`config.mk`:
```
export PLATFORM = sky130hd
export DESIGN_NAME = cses_ctrl
export DESIGN_NICKNAME = d
export VERILOG_FILES = /design/src/cses_pkg.sv /design/src/cses_ctrl.sv
export VERILOG_INCLUDE_DIRS = /design/src /design/src/src
export SDC_FILE = /design/constraint.sdc
export NUM_CORES = 1
export LEC_CHECK = 0
export ABC_AREA = 1
export BUFFER_PORTS_ARGS = -buffer_cell sky130_fd_sc_hd__buf_2
export CAP_MARGIN = 20
export CORE_AREA = 10 10 47 49
export CTS_CLUSTER_SIZE = 25
export DETAILED_ROUTE_END_ITERATION = 7
export DIE_AREA = 0 0 57 59
export HOLD_SLACK_MARGIN = 0.05
export PLACE_DENSITY = 0.72
export RECOVER_POWER = 50
export SYNTH_ARGS = -nofsm -noshare
export SYNTH_HDL_FRONTEND = slang
export SYNTH_SLANG_ARGS = --single-unit
```
`constraint.sdc`:
```
create_clock -name aclk -period 2.7 [get_ports aclk]
set_input_delay 0 -clock aclk [delete_from_list [all_inputs] [get_ports aclk]]
set_output_delay 0 -clock aclk [all_outputs]
set_load 0.005 [all_outputs]
```
`src/assert_macros.svh`:
```
// assertion helpers for the sparse store
`ifndef ASSERT_MACROS_SVH
`define ASSERT_MACROS_SVH
`ifndef SYNTHESIS
`define CSES_ASSERT(lbl, prop) \
    lbl: assert property (@(posedge aclk) disable iff (!aresetn) prop) \
        else $error("sparse store assertion failed");
`define CSES_NEVER(lbl, cond) \
    lbl: assert property (@(posedge aclk) disable iff (!aresetn) !(cond)) \
        else $error("sparse store forbidden condition");
`else
`define CSES_ASSERT(lbl, prop)
`define CSES_NEVER(lbl, cond)
`endif
`endif

```
`src/cses_pkg.sv`:
```
// ----------------------------------------------------------------------------
// cses_pkg
// shared types and codes of the compressed sparse element store
// ----------------------------------------------------------------------------
`default_nettype none
package cses_pkg;

    localparam int IDX_W = 6;
    localparam int CFG_W = 7;
    localparam int IN_VAL_W = 32;
    localparam int ST_W = 2;

    localparam logic [ST_W-1:0] ST_OK   = 2'd0;
    localparam logic [ST_W-1:0] ST_OOB  = 2'd1;
    localparam logic [ST_W-1:0] ST_FULL = 2'd2;

    localparam logic CFG_OUTER_SIZE = 1'b0;
    localparam logic CFG_INNER_SIZE = 1'b1;

    localparam logic [1:0] RES_ZERO = 2'd0;
    localparam logic [1:0] RES_READ = 2'd1;
    localparam logic [1:0] RES_OOB  = 2'd2;
    localparam logic [1:0] RES_FULL = 2'd3;

    typedef struct packed {
        logic       latch;
        logic       seg_rd_lo;
        logic       seg_rd_hi;
        logic       scan_start;
        logic       scan_run;
        logic       shift_start;
        logic       shift_run;
        logic       put_new;
        logic       put_upd;
        logic       inc_run;
        logic       res_load;
        logic [1:0] res_sel;
    } cmd_t;

    typedef struct packed {
        logic is_write;
        logic oob;
        logic full;
        logic scan_hit;
        logic scan_miss;
        logic shift_done;
        logic inc_done;
        logic out_busy;
    } stat_t;

endpackage
`default_nettype wire

```
`src/cses_ctrl.sv`:
```
// ----------------------------------------------------------------------------
// cses_ctrl
// request sequencer: lookup, scan, update or insert, result hand-off
// ----------------------------------------------------------------------------
`default_nettype none
`include "assert_macros.svh"
module cses_ctrl (
    input  wire logic           aclk,
    input  wire logic           aresetn,
    input  wire logic           s_tvalid,
    output logic                s_tready,
    input  wire cses_pkg::stat_t stat,
    output cses_pkg::cmd_t      cmd
);

    localparam logic [3:0] S_IDLE  = 4'd0;
    localparam logic [3:0] S_LO    = 4'd1;
    localparam logic [3:0] S_HI    = 4'd2;
    localparam logic [3:0] S_END   = 4'd3;
    localparam logic [3:0] S_SCAN  = 4'd4;
    localparam logic [3:0] S_UPD   = 4'd5;
    localparam logic [3:0] S_SHIFT = 4'd6;
    localparam logic [3:0] S_PUT   = 4'd7;
    localparam logic [3:0] S_INC   = 4'd8;
    localparam logic [3:0] S_FIN   = 4'd9;

    logic [3:0] state_reg, state_next;
    logic [1:0] kind_reg, kind_next;

    always_ff @(posedge aclk) begin
        if (!aresetn) begin
            state_reg <= S_IDLE;
            kind_reg  <= cses_pkg::RES_ZERO;
        end else begin
            state_reg <= state_next;
            kind_reg  <= kind_next;
        end
    end

    assign s_tready = (state_reg == S_IDLE);

    always_comb begin
        state_next  = state_reg;
        kind_next   = kind_reg;
        cmd         = '0;
        cmd.res_sel = kind_reg;
        unique case (state_reg)
            S_IDLE: begin
                if (s_tvalid) begin
                    cmd.latch  = 1'b1;
                    state_next = S_LO;
                end
            end
            S_LO: begin
                if (stat.oob) begin
                    kind_next  = cses_pkg::RES_OOB;
                    state_next = S_FIN;
                end else begin
                    cmd.seg_rd_lo = 1'b1;
                    state_next    = S_HI;
                end
            end
            S_HI: begin
                cmd.seg_rd_hi = 1'b1;
                state_next    = S_END;
            end
            S_END: begin
                cmd.scan_start = 1'b1;
                state_next     = S_SCAN;
            end
            S_SCAN: begin
                cmd.scan_run = 1'b1;
                if (stat.scan_hit) begin
                    if (stat.is_write) begin
                        state_next = S_UPD;
                    end else begin
                        kind_next  = cses_pkg::RES_READ;
                        state_next = S_FIN;
                    end
                end else if (stat.scan_miss) begin
                    if (!stat.is_write) begin
                        kind_next  = cses_pkg::RES_ZERO;
                        state_next = S_FIN;
                    end else if (stat.full) begin
                        kind_next  = cses_pkg::RES_FULL;
                        state_next = S_FIN;
                    end else begin
                        cmd.shift_start = 1'b1;
                        state_next      = S_SHIFT;
                    end
                end
            end
            S_UPD: begin
                cmd.put_upd = 1'b1;
                kind_next   = cses_pkg::RES_ZERO;
                state_next  = S_FIN;
            end
            S_SHIFT: begin
                cmd.shift_run = 1'b1;
                if (stat.shift_done) begin
                    state_next = S_PUT;
                end
            end
            S_PUT: begin
                cmd.put_new = 1'b1;
                state_next  = S_INC;
            end
            S_INC: begin
                cmd.inc_run = 1'b1;
                if (stat.inc_done) begin
                    kind_next  = cses_pkg::RES_ZERO;
                    state_next = S_FIN;
                end
            end
            S_FIN: begin
                if (!stat.out_busy) begin
                    cmd.res_load = 1'b1;
                    state_next   = S_IDLE;
                end
            end
            default: begin
                state_next = S_IDLE;
            end
        endcase
    end

    `CSES_NEVER(a_one_entry_write, cmd.put_new && cmd.put_upd)
    `CSES_ASSERT(a_full_no_insert, (state_reg == S_SCAN) && stat.full |-> !cmd.shift_start)
    `CSES_ASSERT(a_oob_to_fin, (state_reg == S_LO) && stat.oob |=> state_reg == S_FIN)

endmodule
`default_nettype wire

```
Word level (Yosys, flattened, before mapping) --
Index checks and enable logic that the tools add are counted. W data, S select, Z words.
Word-level totals: word-level logic and storage cells 59, bits of input ports 11, output and inout port bits 14, register bits 6
Operators by class: equality and inequality tests 17, muxes and demuxes 36, reduce and logical (&&, ||, !) cells 4
Operators with widths (count):
- $mux W4 | 10
- $pmux W4 S10 | 1
- $eq A4 B3 Y1 const B | 4
- $mux W1 | 16
- $mux W2 | 8
- $ne A2 B2 Y1 const B | 5
- $ne A3 B3 Y1 const B | 3
- $eq A4 B2 Y1 const B | 2
- $eq A4 B4 Y1 const B | 2
- $pmux W2 S4 | 1
- $reduce_and A6 Y1 | 1
- $reduce_and A5 Y1 | 1
- $eq A4 B1 Y1 const B | 1
- $logic_not A4 Y1 | 1
- $reduce_bool A4 Y1 | 1

Logic depth before layout (Yosys ltp) --
depth in word-level cells 5, mapped depth 9, gate-level depth less buffers 9

Worst setup path before layout --
OpenSTA, ideal clock, no wires.
kind register to register, start reg state_reg[1], end reg kind_reg[0], period minus slack after synthesis 1166 ps, path slack 1534 ps, buffers on the path 0, library setup time 115 ps, arrival time 1052 ps, data required time 2585 ps, stages on the path, launching flop included 7, path through dfxtp_1 -> nor2_1 -> nand3_1 -> nand2_1 -> inv_1 -> a21oi_1 -> nor2_1
Between the ends: word-level cells in the longest chain between the ends 3, elaborated cells between the ends (all ways) 12, those cells by class eq/ne: 9; mux: 1; reduce/logical: 2
Ends and longest elaborated chain:
- from (decl) | RTL line cses_ctrl.sv:27 | logic [3:0] state_reg, state_next;
- from (signal assigned) | RTL line cses_ctrl.sv:35 | state_reg <= state_next;
- $eq A4 B3 Y1 (tied with other cells) | RTL line cses_ctrl.sv:47 | unique case (state_reg)
- $ne A3 B3 Y1 (no line) (tied with other cells)
- $reduce_and A6 Y1 (no line)
- to (signal assigned) | RTL line cses_ctrl.sv:33 | kind_reg <= cses_pkg::RES_ZERO;
- to (signal assigned) | RTL line cses_ctrl.sv:36 | kind_reg <= kind_next;
- to (decl) | RTL line cses_ctrl.sv:28 | logic [1:0] kind_reg, kind_next;
Several ways; a longest one is shown, not always the timed one. A chain may end at the register's enable or synchronous reset.

Worst setup path in the final report --
start reg state_reg[3], end reg kind_reg[0]
Same word-level chain as after synthesis.

==> results.md <==
* Fin worst setup slack at approximately 1.3 ns
* Sequential share of the synthesized area at 21.82%
* CP max stage delay at 0.33 ns
* Vias per cell at ~4.6
* Final Hold Viols at 0
* Unique cell type count in the Yosys netlist at 13
* Worst-Skew Late Latency at 0.24 ns
* IO Pins at 25
* TritonCTS clock tree: built
* Total grt overflow at 0
* Mapped Nets at 117
* Crit Path Class: flip-flop to flip-flop
* Origin of the worst setup path: state_reg[3]
* Layout cells sized above 1 at between 10% and 20%
* Initial Utilization at roughly two fifths
* R2R Path Start: state_reg[3]
* Critical Path AT at ~1.5 ns
* CTS Root Cell: clkbuf_4
* IO buf count at 24
* Setup Skew at 0.002773 ns
* Post-CTS Hold Buffers at 1
* DR DRC count at 0
* Resize count post-CTS at 0
* Total wire length at 1568 um
* Synthesis-to-finish area growth at 27.95%
* Power after layout at 0.5109 mW
* FP Rows at 14
* Worst Setup Start Kind: flip-flop
* Vias at 684
* DRT Pass-1 Iters at 4
* Max_slew headroom at 73.73%
* Bufs on Longest Clock Path at 2
* FF+latch count, synth at 6
* Critical-path maximum fanout at 7
* Die Ht at approximately 59 um
* Final HPWL DP at 1351 um
* Final Max Slew Viols at 0
* Final core occ at 50.27%
* Max FFs per register at 4
* Cell Chain, Critical Path: inv_1 > nand2_4 > nor2_1 > nand2_1 > nand3_1 > nand3_1 > nand2_1 > nor2_1
* Max IR drop VDD at ~480 uV
* Diodes inserted at 0
* Core Area at 1401 um2
* H-tree lvl count at 1
* Max-cap violations at 0
* Cells after Synth at 106
* Warning count from the yosys run at 0
* Minimum clock period at 1.395 ns
* CP required at between 2 and 3 ns
* Post-synthesis cell area at ~550 um2
* Sink Count at 6
* Leakage at between 0.4 and 0.5 nW
* Overall Global Routing Usage at 9.580%
* Fin Setup TNS at 0 ns
* Worst min path class: primary input to flip-flop
* RSZ-0062 raised after global routing: false
* Bufs and invs on worst path at 1
* Initial antenna violation count at 0
* Critical Path End Type: flip-flop
* Slowest CP cell: dfxtp_1
* Pre-CTS setup slack at 1.377 ns
* Layout Nets at 147
* Drt wl/cell at 10.45 um
* Status: finished clean
* Post-CTS Setup Inserts at 0
* Setup Viol. Count Final at 0
* Cells on worst reg2reg path at 8
* Vias in the first global route at 617
* Die ar. at 3363 um2
* Placed Area at just under 700 um2
* Design area at 704.4 um2
* Worst slew pin tran at 0.3926 ns
* Hold path start: stat[2]
* Power Dens Cells at 725.3 nW/um2
* Initial DRC Count at 23
* Final period utilization at 51.68%
* CTS clk-pin slew, worst paths at 0.04 ns
* Antenna Nets Post-Route at 0
* Pin count of the biggest net entering global routing at 8
* CTS Buf Count at 3
* GP Congestion at between 0.8 and 0.9
* CP delay by family, top: simple AND/OR/NAND/NOR gates
* Critical path depth at 8
* First-pass GRT wire length at ~2700 um
* Die X at 57 um
* Avg Cell Area, Syn at 5.194 um2
* Fmax at 716.7 MHz
* Hold Path Cell Cnt at 4
[placed cells by master, fill, tap and decap left out, drive strengths merged]
master / Yosys / routed
a21oi: 9 / 9
buf: 0 / 15
clkbuf: 0 / 12
dfxtp: 6 / 6
dlygate4sd3: 0 / 1
inv: 21 / 21
nand2: 32 / 32
nand3: 13 / 13
nor2: 21 / 21
nor3: 1 / 1
nor3b: 1 / 1
o21ai: 2 / 2
[metrics by stage]
stage                     hold WS (ns)  cells
after floorplan                0.03646    106
after global placement          0.2494    146
after detailed placement        0.2558    146
after CTS                      0.07404    150
after global routing            0.1159    150
final                          0.07650    150
[cells in the mapped netlist]
| library cell | number | area, um2 |
|---|---|---|
| nor2_1 | 19 | 71.32 |
| nor2_2 | 1 | 6.260 |
| nand2_2 | 1 | 6.260 |
| nor3_1 | 1 | 5.000 |
| o21ai_0 | 2 | 10.01 |
| inv_1 | 21 | 78.83 |
| nand3_1 | 13 | 65.06 |
| nand2_1 | 30 | 112.6 |
| a21oi_1 | 9 | 45.04 |
| nor3b_1 | 1 | 7.510 |
| nand2_4 | 1 | 11.26 |
| dfxtp_1 | 6 | 120.1 |
| nor2_4 | 1 | 11.26 |
[worst paths after layout]
check                               endpoint  slack (ns)
worst max-delay path             kind_reg[0]        1.30
worst min-delay path            state_reg[1]        0.08
worst min register to register   kind_reg[1]        0.48
worst max register to register   kind_reg[0]        1.30
[kinds of logic after synthesis]
logic type             after synthesis  share of synthesized area, %
AND/OR/NAND/NOR                     68                         53.86
buffers and inverters               21                         14.32
AO/OA/AOI/OAI                       11                         9.999
flip-flops                           6                         21.82
[worst reg2reg max path, stage by stage (launching register included)]
cell and delay, ns:
dfxtp_1 0.33, inv_1 0.13, nand2_4 0.07, nor2_1 0.33, nand2_1 0.09, nand3_1 0.15, nand3_1 0.09, nand2_1 0.06
nor2_1 0.03
[power breakdown]
group | internal (mW) | switching (mW) | total, mW
clock network | 0.0502 | 0.0316 | 0.0818
logic | 0.103 | 0.185 | 0.288
registers | 0.116 | 0.0246 | 0.141
[routing by layer]
metal	track usage, %	wire length, um
met4	5.034	17
met1	11.14	698
met2	15.81	796
met5	0	0
met3	2.361	57
[final cells by class]
class	count	area, um2
Clock buffer	3	22.52
Fill cell	182	696.9
Inverter	21	78.83
Multi-Input combinational cell	79	344.1
Sequential cell	6	120.1
Tap cell	16	20.02
Timing Repair Buffer	25	118.9
(Power assumes the default switching activity.)
